===== config.mk =====
export PLATFORM = sky130hd
export DESIGN_NAME = linear_probe_hash_map_top
export DESIGN_NICKNAME = d
export VERILOG_FILES = /design/src/rtl/core/lphm_pkg.sv /design/src/rtl/core/lphm_cell.sv /design/src/rtl/core/lphm_mod.sv /design/src/rtl/core/linear_probe_hash_map_top.sv
export SDC_FILE = /design/constraint.sdc
export NUM_CORES = 1
export LEC_CHECK = 0
export CAP_MARGIN = 20
export CORE_UTILIZATION = 45
export DETAILED_ROUTE_END_ITERATION = 16
export DONT_BUFFER_PORTS = 1
export GPL_ROUTABILITY_DRIVEN = 0
export SLEW_MARGIN = 40
export SYNTH_ARGS = -nofsm -noshare
export SYNTH_HDL_FRONTEND = slang
export SYNTH_HIERARCHICAL = 1
export SYNTH_SLANG_ARGS = --single-unit
export TNS_END_PERCENT = 10

===== constraint.sdc =====
create_clock -name clk -period 8.7 [get_ports clk]
set_input_delay 0.435 -clock clk [delete_from_list [all_inputs] [get_ports clk]]
set_output_delay 0.435 -clock clk [all_outputs]
set_load 0.02 [all_outputs]

===== src/rtl/core/lphm_pkg.sv =====
package lphm_pkg;

	// default geometry
	localparam int LPHM_DEPTH      = 16;
	localparam int LPHM_KEY_BITS   = 32;
	localparam int LPHM_VALUE_BITS = 32;

	// field widths of the word on each channel
	localparam int LPHM_IN_W     = 32;
	localparam int LPHM_STATUS_W = 2;
	localparam int LPHM_SLOT_W   = 4;

	typedef enum logic [0:0] {
		FN_LOOKUP = 1'b0,
		FN_PUT    = 1'b1
	} func_t;

	typedef enum logic [LPHM_STATUS_W-1:0] {
		ST_FOUND    = 2'd0,
		ST_INSERTED = 2'd1,
		ST_UPDATED  = 2'd2,
		ST_MISS     = 2'd3
	} status_t;

	typedef enum logic [3:0] {
		S_IDLE  = 4'b0001,
		S_MOD   = 4'b0010,
		S_PROBE = 4'b0100,
		S_DONE  = 4'b1000
	} state_t;

endpackage


===== src/rtl/core/lphm_cell.sv =====
module lphm_cell import lphm_pkg::*; #(
	parameter int KEY_BITS   = LPHM_KEY_BITS,
	parameter int VALUE_BITS = LPHM_VALUE_BITS
) (
	input  logic                  clk,
	input  logic                  arst_n,
	input  logic                  nxt_vld,
	input  logic [KEY_BITS-1:0]   nxt_key,
	input  logic [VALUE_BITS-1:0] nxt_val,
	input  logic                  wr_en,
	input  logic [KEY_BITS-1:0]   wr_key,
	input  logic [VALUE_BITS-1:0] wr_val,
	output logic                  slot_vld,
	output logic [KEY_BITS-1:0]   slot_key,
	output logic [VALUE_BITS-1:0] slot_val
);

	logic                  vld_q;
	logic [KEY_BITS-1:0]   key_q;
	logic [VALUE_BITS-1:0] val_q;

	// occupancy flag is control state
	always_ff @(posedge clk or negedge arst_n) begin
		if (!arst_n) begin
			vld_q <= 1'b0;
		end else begin
			vld_q <= wr_en ? 1'b1 : nxt_vld;
		end
	end

	// slot contents shift every cycle, replaced on a write
	always_ff @(posedge clk) begin
		if (wr_en) begin
			key_q <= wr_key;
			val_q <= wr_val;
		end else begin
			key_q <= nxt_key;
			val_q <= nxt_val;
		end
	end

	assign slot_vld = vld_q;
	assign slot_key = key_q;
	assign slot_val = val_q;

endmodule


===== src/rtl/core/lphm_mod.sv =====
module lphm_mod import lphm_pkg::*; #(
	parameter int DEPTH = LPHM_DEPTH
) (
	input  logic                     clk,
	input  logic                     arst_n,
	input  logic                     go,
	input  logic [LPHM_IN_W-1:0]     hash,
	output logic                     done,
	output logic [$clog2(DEPTH)-1:0] rem
);

	localparam int IDX_W = $clog2(DEPTH);
	localparam bit POW2  = (DEPTH & (DEPTH - 1)) == 0;

	logic             done_q;
	logic [IDX_W-1:0] r_q;

	generate
		if (POW2) begin : g_mask
			// remainder is the low hash bits
			always_ff @(posedge clk or negedge arst_n) begin
				if (!arst_n) begin
					done_q <= 1'b0;
				end else begin
					done_q <= go;
				end
			end

			always_ff @(posedge clk) begin
				if (go) begin
					r_q <= hash[IDX_W-1:0];
				end
			end
		end else begin : g_recip
			localparam int R_W = IDX_W + 1;
			localparam logic [63:0]    TWO_32 = 64'd1 << 32;
			localparam logic [31:0]    RECIP  = 32'(TWO_32 / 64'(DEPTH));
			localparam logic [R_W-1:0] DEP_R  = R_W'(DEPTH);

			logic           v_s1;
			logic           v_s2;
			logic [63:0]    prod_s1;
			logic [R_W-1:0] h_s1;
			logic [R_W-1:0] r_s2;
			logic [R_W-1:0] q_lo;
			logic [R_W-1:0] r_est;
			logic [R_W-1:0] r_sub;

			// quotient from the truncated reciprocal is exact or one short,
			// so the first remainder lies below twice the depth and only its
			// low bits are needed; one compare and subtract finishes it
			always_comb begin
				q_lo  = prod_s1[32 +: R_W];
				r_est = h_s1 - q_lo * DEP_R;
				r_sub = r_s2 - DEP_R;
			end

			always_ff @(posedge clk or negedge arst_n) begin
				if (!arst_n) begin
					v_s1   <= 1'b0;
					v_s2   <= 1'b0;
					done_q <= 1'b0;
				end else begin
					v_s1   <= go;
					v_s2   <= v_s1;
					done_q <= v_s2;
				end
			end

			always_ff @(posedge clk) begin
				if (go) begin
					prod_s1 <= 64'(hash) * 64'(RECIP);
					h_s1    <= hash[R_W-1:0];
				end
				if (v_s1) begin
					r_s2 <= r_est;
				end
				if (v_s2) begin
					r_q <= (r_s2 >= DEP_R) ? r_sub[IDX_W-1:0] : r_s2[IDX_W-1:0];
				end
			end
		end
	endgenerate

	assign done = done_q;
	assign rem  = r_q;

endmodule


===== src/rtl/core/linear_probe_hash_map_top.sv =====
// sequence: start-slot reduction (low hash bits for a power-of-two depth, a reciprocal
//   pipeline otherwise), a wait until the start slot reaches the head cell, probing along
//   the ring, and the move into the output register
// throughput: one word at a time, set by the single compare point at the head of the slot
//   ring; the next word is taken the cycle after the result is registered, or later
//   while the output register is stalled
// reset: all slots empty, no word held, slot keys and values unset until first written
module linear_probe_hash_map_top import lphm_pkg::*; #(
	parameter int DEPTH      = LPHM_DEPTH,
	parameter int KEY_BITS   = LPHM_KEY_BITS,
	parameter int VALUE_BITS = LPHM_VALUE_BITS
) (
	input  logic                     clk,
	input  logic                     arst_n,
	input  logic                     in_valid,
	output logic                     in_ready,
	input  logic                     func,
	input  logic [LPHM_IN_W-1:0]     key,
	input  logic [LPHM_IN_W-1:0]     key_hash,
	input  logic [LPHM_IN_W-1:0]     value,
	output logic                     out_valid,
	input  logic                     out_ready,
	output logic [LPHM_STATUS_W-1:0] status,
	output logic [LPHM_IN_W-1:0]     read_value,
	output logic [LPHM_SLOT_W-1:0]   slot_index
);

	localparam int IDX_W = $clog2(DEPTH);
	localparam logic [IDX_W-1:0] LAST_IDX = IDX_W'(DEPTH - 1);

	// the slots live in a ring of cells that rotates by one every cycle,
	// cell k takes the contents of cell k+1, and cell 0 is the head where
	// the pending word is compared; head_q names the slot sitting there
	logic                  c_vld [DEPTH];
	logic [KEY_BITS-1:0]   c_key [DEPTH];
	logic [VALUE_BITS-1:0] c_val [DEPTH];

	state_t                state_q;
	logic [IDX_W-1:0]      head_q;
	logic [IDX_W-1:0]      start_q;
	logic [IDX_W-1:0]      cnt_q;
	logic                  armed_q;

	// request held for the probe
	func_t                 func_q;
	logic [KEY_BITS-1:0]   key_q;
	logic [VALUE_BITS-1:0] val_q;

	// finished result waiting for the output register
	status_t               res_status_q;
	logic [VALUE_BITS-1:0] res_val_q;
	logic [IDX_W-1:0]      res_slot_q;

	// output register
	logic                  out_valid_q;
	status_t               out_status_q;
	logic [VALUE_BITS-1:0] out_val_q;
	logic [IDX_W-1:0]      out_slot_q;

	logic                  accept;
	logic                  mod_done;
	logic [IDX_W-1:0]      mod_rem;
	logic                  at_start;
	logic                  hit;
	logic                  full;
	logic                  tail_wr;
	logic                  out_free;
	logic [63:0]           key64;
	logic [63:0]           val64;
	logic [63:0]           rv64;
	logic [31:0]           slot32;
	status_t               hit_status;
	logic [VALUE_BITS-1:0] hit_val;

	assign key64  = {32'b0, key};
	assign val64  = {32'b0, value};

	assign in_ready = (state_q == S_IDLE);
	assign accept   = in_valid && in_ready;
	assign out_free = !out_valid_q || out_ready;

	// start slot is key_hash mod depth
	lphm_mod #(
		.DEPTH (DEPTH)
	) u_mod (
		.clk    (clk),
		.arst_n (arst_n),
		.go     (accept),
		.hash   (key_hash),
		.done   (mod_done),
		.rem    (mod_rem)
	);

	// the ring; the head's outgoing slot re-enters at the tail, rewritten on a put
	generate
		for (genvar i = 0; i < DEPTH; i++) begin : g_cell
			localparam int NXT = (i + 1) % DEPTH;

			lphm_cell #(
				.KEY_BITS   (KEY_BITS),
				.VALUE_BITS (VALUE_BITS)
			) u_cell (
				.clk      (clk),
				.arst_n   (arst_n),
				.nxt_vld  (c_vld[NXT]),
				.nxt_key  (c_key[NXT]),
				.nxt_val  (c_val[NXT]),
				.wr_en    ((i == DEPTH - 1) ? tail_wr : 1'b0),
				.wr_key   (key_q),
				.wr_val   (val_q),
				.slot_vld (c_vld[i]),
				.slot_key (c_key[i]),
				.slot_val (c_val[i])
			);
		end
	endgenerate

	// head compare: probing begins once the start slot comes round and then
	// follows the ring, stopping at an empty slot, a matching key or a full table
	always_comb begin
		at_start = armed_q || (head_q == start_q);
		hit      = !c_vld[0] || (c_key[0] == key_q);
		full     = (cnt_q == LAST_IDX) && !hit;
		tail_wr  = (state_q == S_PROBE) && at_start && hit && (func_q == FN_PUT);

		hit_val = '0;
		if (func_q == FN_PUT) begin
			hit_status = c_vld[0] ? ST_UPDATED : ST_INSERTED;
			hit_val    = val_q;
		end else if (c_vld[0]) begin
			hit_status = ST_FOUND;
			hit_val    = c_val[0];
		end else begin
			hit_status = ST_MISS;
		end
	end

	// control
	always_ff @(posedge clk or negedge arst_n) begin
		if (!arst_n) begin
			state_q     <= S_IDLE;
			head_q      <= '0;
			cnt_q       <= '0;
			armed_q     <= 1'b0;
			out_valid_q <= 1'b0;
		end else begin
			head_q <= (head_q == LAST_IDX) ? '0 : head_q + 1'b1;

			// loaded when the result moves in, held until the word is taken
			out_valid_q <= ((state_q == S_DONE) && out_free) || (out_valid_q && !out_ready);

			case (state_q)
				S_IDLE: begin
					if (accept) begin
						state_q <= S_MOD;
					end
				end
				S_MOD: begin
					if (mod_done) begin
						state_q <= S_PROBE;
						armed_q <= 1'b0;
						cnt_q   <= '0;
					end
				end
				S_PROBE: begin
					if (at_start) begin
						if (hit || full) begin
							state_q <= S_DONE;
						end else begin
							armed_q <= 1'b1;
							cnt_q   <= cnt_q + 1'b1;
						end
					end
				end
				S_DONE: begin
					if (out_free) begin
						state_q <= S_IDLE;
					end
				end
				default: begin
					state_q <= S_IDLE;
				end
			endcase
		end
	end

	// payload
	always_ff @(posedge clk) begin
		if (accept) begin
			func_q <= func_t'(func);
			key_q  <= key64[KEY_BITS-1:0];
			val_q  <= val64[VALUE_BITS-1:0];
		end
		if (mod_done && (state_q == S_MOD)) begin
			start_q <= mod_rem;
		end
		if ((state_q == S_PROBE) && at_start) begin
			if (hit) begin
				res_status_q <= hit_status;
				res_val_q    <= hit_val;
				res_slot_q   <= head_q;
			end else begin
				// no match at this slot; kept as the result only when every slot is taken
				res_status_q <= ST_MISS;
				res_val_q    <= (func_q == FN_PUT) ? val_q : '0;
				res_slot_q   <= '0;
			end
		end
		if ((state_q == S_DONE) && out_free) begin
			out_status_q <= res_status_q;
			out_val_q    <= res_val_q;
			out_slot_q   <= res_slot_q;
		end
	end

	assign rv64   = 64'(out_val_q);
	assign slot32 = 32'(out_slot_q);

	assign out_valid  = out_valid_q;
	assign status     = out_status_q;
	assign read_value = rv64[LPHM_IN_W-1:0];
	assign slot_index = slot32[LPHM_SLOT_W-1:0];

endmodule


==> metrics.txt, run 1 <==
Multi-input gate area 15900 um2; Final setup viols 0; fin util 51.2%; CTS tree yes; layout cell share with drive strength beyond 1 46.0%; die height 310 um; DRT Pass-1 Iters 4; DR vias/cell 4.86; DRC Markers 0; Setup WS pre-CTS 4720 ps; mapped cell area 42700 um2; max-cap viol count 0; cell type with the largest total area after synthesis dfxtp_1; status finished, final reports clean; Layout fillers 7689; std cell rows 112; Critical Path AT 4490 ps; setup TNS 0 ps; Cells after Synth 2518; commonest non-fill, non-tap cells in the layout dfxtp_1, mux2_4, mux2_2; first-pass GRT wire length 130000 um; CTS Buf Count 119; Final Cycle Share 45.2%; post-layout min period 3930 ps; CTS sink cnt 1204; Tot GR Track Use 17.8%; DP HPWL 41100 um; Peak VDD IR 178 uV; syn avg cell area 17.0 um2; drt wl/cell 21.2 um; max-slew violation count 0; register bit total from synthesis 1204; EDFF count, synth 149; post-synthesis sequential area ratio 60.3%; pin count of the biggest net entering global routing 56; RSZ-0062 raised after global routing no; leakage 20.5 nW; CP Class flop to flop; Fin. Hold Viols 0; core area 93700 um2; Area growth, synth to finish 12.3%; Worst Tran Pin Value 793 ps; element type at the critical path end flop; CP Launch Type flop; asr flop ratio synth 2.57%; relative slew slack 47.1%; dpl cells 3687; placed inst area 43300 um2; Clock Tree Buf Depth 3; initial core utilization 45.6%; Slowest Stage Delay on Critical Path 680 ps; final worst setup slack 4770 ps; register area 25800 um2; Final Non-Filler Cells 3982; critical-path cell with the highest stage delay buf_6; Total Routed Length 84400 um; total power draw 14.6 mW; pwr/cell area 305 nW/um2; Die Wd 310 um; Clock transition at path regs 60 ps; die area 96200 um2; commonest non-fill, non-tap cell in the layout dfxtp_1; critical path peak fanout 44; hold_ws 142 ps; Worst Path Required 9260 ps; initial antenna violation count 14; clock root cell clkbuf_16; htree depth 3; io pins 141; Top FF cell, synth dfxtp_1; final instance area 48000 um2; layout net count 2731; initial DRC count 859; FMAX 0.254 GHz; distinct cell type count after synthesis 44; vias in the first global route 20800; Fin Clk Skew 23.1 ps; Antenna Violating Nets Remaining 0; vias 19300; Synth top area share 48.0%; clk_lat worst skew 690 ps; Cell Chain, Critical Path xnor2_1, nand4_1, nor4_2, a21o_2, and3_4, buf_6, mux2_2; yosys warns 6; top cells by area, synth dfxtp_1, mux2_4, edfxtp_1; Port-buffer cells 0; Tightest Hold Check Type input pin to flop; GRT overflow 0
## metal layers
layer	GRT usage [%]	up-vias	wire length [um]
li1	-	9083	-
met1	25.3	9829	41700
met2	27.7	291	38300
met3	2.87	120	2920
met4	5.12	12	1500
met5	0	-	73
## power by group
part	internal, mW	switching (mW)
combinational	1.42	0.597
sequential	6.85	0.636
clock	3.03	2.11
## cells by family (layout without fill, tap and decap cells)
group	after synthesis	after routing	share of synthesized area, %
compound gates	54	54	1.08
xor+xnor	37	37	0.758
simple gates	69	69	1.01
other cells	1	34	0.00878
buf+inv	125	302	2.88
flops	1204	1204	60.3
mux	1024	1024	33.9
fa+ha+maj	4	4	0.117
## path summary, 6_finish.rpt
kind / cells after the start / endpoint / slack (ps) / start
worst max-delay path: 7 / g_cell[15].u_cell/slot_key[31] / 4770 / key_q[6]
worst min-delay path: 1 / u_mod/done / 140 / in_valid
worst max register to register: 7 / g_cell[15].u_cell/slot_key[31] / 4770 / key_q[6]
worst min register to register: 0 / read_value[21] / 420 / res_val_q[21]
max in group asynchronous: 2 / state_q[0] / 8260 / arst_n
min in group asynchronous: 2 / out_valid / 190 / arst_n
## synthesized netlist by cell type, types with 10 or more instances
master and instances:
dfrtp_1 30, dfxtp_1 1024, a22o_2 24, mux2_4 784, buf_6 99, mux2_2 240, xnor2_1 36, nand4_1 10
edfxtp_1 149, buf_2 16, or2_1 16
## flip-flops by register name (all words and copies together) (netlist names), 4 cells and up
register and cells:
g_cell.u_cell/slot_key 512, g_cell.u_cell/slot_val 512, key_q 32, read_value 32, res_val_q 32, val_q 32
g_cell.u_cell/slot_vld 16, cnt_q 4, head_q 4, res_slot_q 4, slot_index 4, start_q 4
state_q 4, u_mod/rem 4
## area by class of cell
type / instances / share of cell area [%]
clock inverter: 39 / 0.894
multi-input combinational: 1218 / 33.1
sequential: 1204 / 53.7
timing repair buffer: 78 / 1.63
clock buffer: 180 / 7.41
antenna: 4 / 0.0209
tap: 1254 / 3.27
inverter: 5 / 0.0391
## worst max-delay path: cells and delay by family (launching register included)
| family | cells | cell delay [ps] |
|---|---|---|
| AND/OR/NAND/NOR | 3 | 1390 |
| buffers and inverters | 1 | 680 |
| XOR/XNOR | 1 | 320 |
| multiplexers | 1 | 410 |
| flip-flops | 1 | 630 |
| AO/OA/AOI/OAI | 1 | 320 |
## timing repair
| item | CTS | global route |
|---|---|---|
| buffers inserted | 0 | 0 |
| hold buffers | 72 | 0 |
| hold endpoints to repair | 102 | 0 |
| gates resized for setup | 0 | 0 |
Power figures use the tool's default switching activity.
==> inputs of run 2 (changes only) <==
==> constraint.sdc (replaced) <==
create_clock -name clk -period 3.5 [get_ports clk]
set_input_delay 0.175 -clock clk [delete_from_list [all_inputs] [get_ports clk]]
set_output_delay 0.175 -clock clk [all_outputs]
set_load 0.02 [all_outputs]
==> run 2 against run 1 <==
Against the previous run: combinational power grew to 2.6 times the previous value; critical path depth did not move; sequential power is 150% higher; flip-flop and latch count unchanged; clock skew grew 7.7 ps; clock power up 150%; critical path type unchanged; critical endpoint is now g_cell[15].u_cell/slot_key[29]; largest power group unchanged.
==> metrics.txt, run 2 (synthesis gave the netlist of run 1 again) <==
vias in the first global route 20800 (+0.077%); layout net count 2752 (+0.77%); CTS sink cnt 1204 (unchanged); htree depth 3 (unchanged); placed inst area 43400 um2 (+0.35%); max-slew violation count 0 (unchanged); Fin Clk Skew 30.8 ps (+7.68 ps); max-cap viol count 0 (unchanged); Internal 28.1 mW (+150%); Clock power frac 35.1% (about the same); DRC Markers 0 (unchanged); final instance area 48200 um2 (+0.42%); worst hold path stage count 1 (unchanged); Worst Path Required 4060 ps (-5200 ps); R2R setup slack 420 ps (-4350 ps); fin util 51.4% (+0.21 points); std cell rows 112 (unchanged); initial antenna violation count 15 (+1); initial core utilization 45.6% (unchanged); relative slew slack 47.3% (+0.17 points); Final Cycle Share 87.9% (+43 points); CTS tree yes; Reg-to-Reg Start key_q[9]; r2r endpoint g_cell[15].u_cell/slot_key[29]; commonest non-fill, non-tap cells in the layout dfxtp_1, mux2_4, mux2_2; Die Wd 310 um (unchanged); commonest non-fill, non-tap cell in the layout dfxtp_1; Reg2Reg Depth 7 (unchanged); first-pass GRT wire length 132000 um (+0.79%); DP HPWL 41500 um (+0.84%); FMAX 0.325 GHz (+28%); clock root cell clkbuf_16; Worst Tran Pin Value 790 ps (-2.62 ps); pwr/cell area 757 nW/um2 (+150%); Critical Path AT 3640 ps (-850 ps); Comb pwr share 14.2% (+0.4 points); Total Routed Length 84700 um (+0.29%); clk_lat worst skew 700 ps (about the same); CP Class flop to flop; Tot GR Track Use 17.8% (+0.065 points); setup TNS 0 ps (unchanged); Hold Path Origin value[5]; pin count of the biggest net entering global routing 56 (unchanged); Port-buffer cells 0 (unchanged); Antenna Violating Nets Remaining 0 (unchanged); Tightest Hold Check Type input pin to flop; leakage 20.6 nW (+0.53%); DR vias/cell 4.85 (-0.11%); Switching Share 23.0% (+0.21 points); die area 96200 um2 (unchanged); Final setup viols 0 (unchanged); Area growth, synth to finish 12.8%; Worst Hold Path EP val_q[5]; vias 19500 (+0.62%); Fin. Hold Viols 0 (unchanged); register area 25800 um2 (unchanged); element type at the critical path end flop; io pins 141 (unchanged); Clock transition at path regs 60 ps (about the same); CP Launch Type flop; Net Switching 8.41 mW (+150%); drt wl/cell 21.1 um (-0.44%); Resize count post-CTS 0 (unchanged); DRT Pass-1 Iters 4 (unchanged); Layout fillers 7602 (-1.1%); initial DRC count 969 (+13%); RSZ-0062 raised after global routing no; Clock Tree Buf Depth 3 (unchanged); core area 93700 um2 (unchanged); layout cell share with drive strength beyond 1 46.3% (+0.26 points); post-layout min period 3080 ps (-853 ps); die height 310 um (unchanged); CTS Buf Count 120 (+0.84%); Multi-input gate area 15900 um2 (unchanged); status finished, final reports clean; GRT overflow 0 (unchanged); Sequential Power Share 50.7% (-0.4 points); critical path peak fanout 34 (-23%); Peak VDD IR 449 uV (+150%)
run 2: cell types whose count changed in the layout (fill, tap and decap cells not counted), sizes merged:
cell / delta
inv: -3
diode: -1
buf: +17
clkinv: +5
dlygate4sd3: +3
clkinvlp: -1
bufinv: -1
clkbuf: +10
run 2: what timing repair did:
item / CTS / global route
setup buffers: 0 / 0
hold buffers: 76 / 0
endpoints found under the hold margin: 105 / 0
run 2: cell type report:
class,count,area share [%]
well taps,1254,3.26
flip-flops and latches,1204,53.4
inverters,5,0.0389
diodes,3,0.0156
repair buffers,98,2.04
clock buffers,190,7.45
multi-input cells,1218,32.9
clock inverters,39,0.826
run 2: critical path: stages, from the launching register on:
cell and delay (ps):
edfxtp_1 630, xnor2_1 390, nand4_1 210, nor4_2 470, a21o_2 290, and3_4 240, buf_12 310, mux2_2 370
run 2: routing by layer:
metal,wire [um],global-route usage [%]
met2,37200,27.2
met5,99,0
met1,42200,26.1
met4,1420,4.64
met3,3700,2.98
run 2: power by group through the flow:
stage	clock network, mW	registers [mW]	logic [mW]
2_1_floorplan	0	18.3	4.35
3_3_place_gp	0	18.7	4.80
3_5_place_dp	0	18.7	4.88
4_1_cts	13.1	18.5	5.07
5_1_grt	13.6	18.8	5.56
6_report	12.8	18.5	5.20
run 2: worst max path at each step:
stage	to	start	depth (start not counted)
floorplan	read_value[0]	state_q[1]	3
detailed placement	g_cell[15].u_cell/slot_key[29]	key_q[9]	7
finish	g_cell[15].u_cell/slot_key[29]	key_q[9]	7
global route	g_cell[15].u_cell/slot_key[29]	key_q[9]	7
CTS	g_cell[15].u_cell/slot_key[29]	key_q[9]	7
global placement	g_cell[15].u_cell/slot_key[30]	key_q[9]	7
run 2: per-stage QoR:
stage	hold WS [ps]	worst slack (ps)	instances	power, mW
floorplan	-121	585	2547	22.6
global placement	-120	527	3703	23.5
detailed placement	-120	469	3703	23.6
CTS	52.0	433	4008	36.7
global route	76.6	330	4010	38.0
finish	103	423	4011	36.5
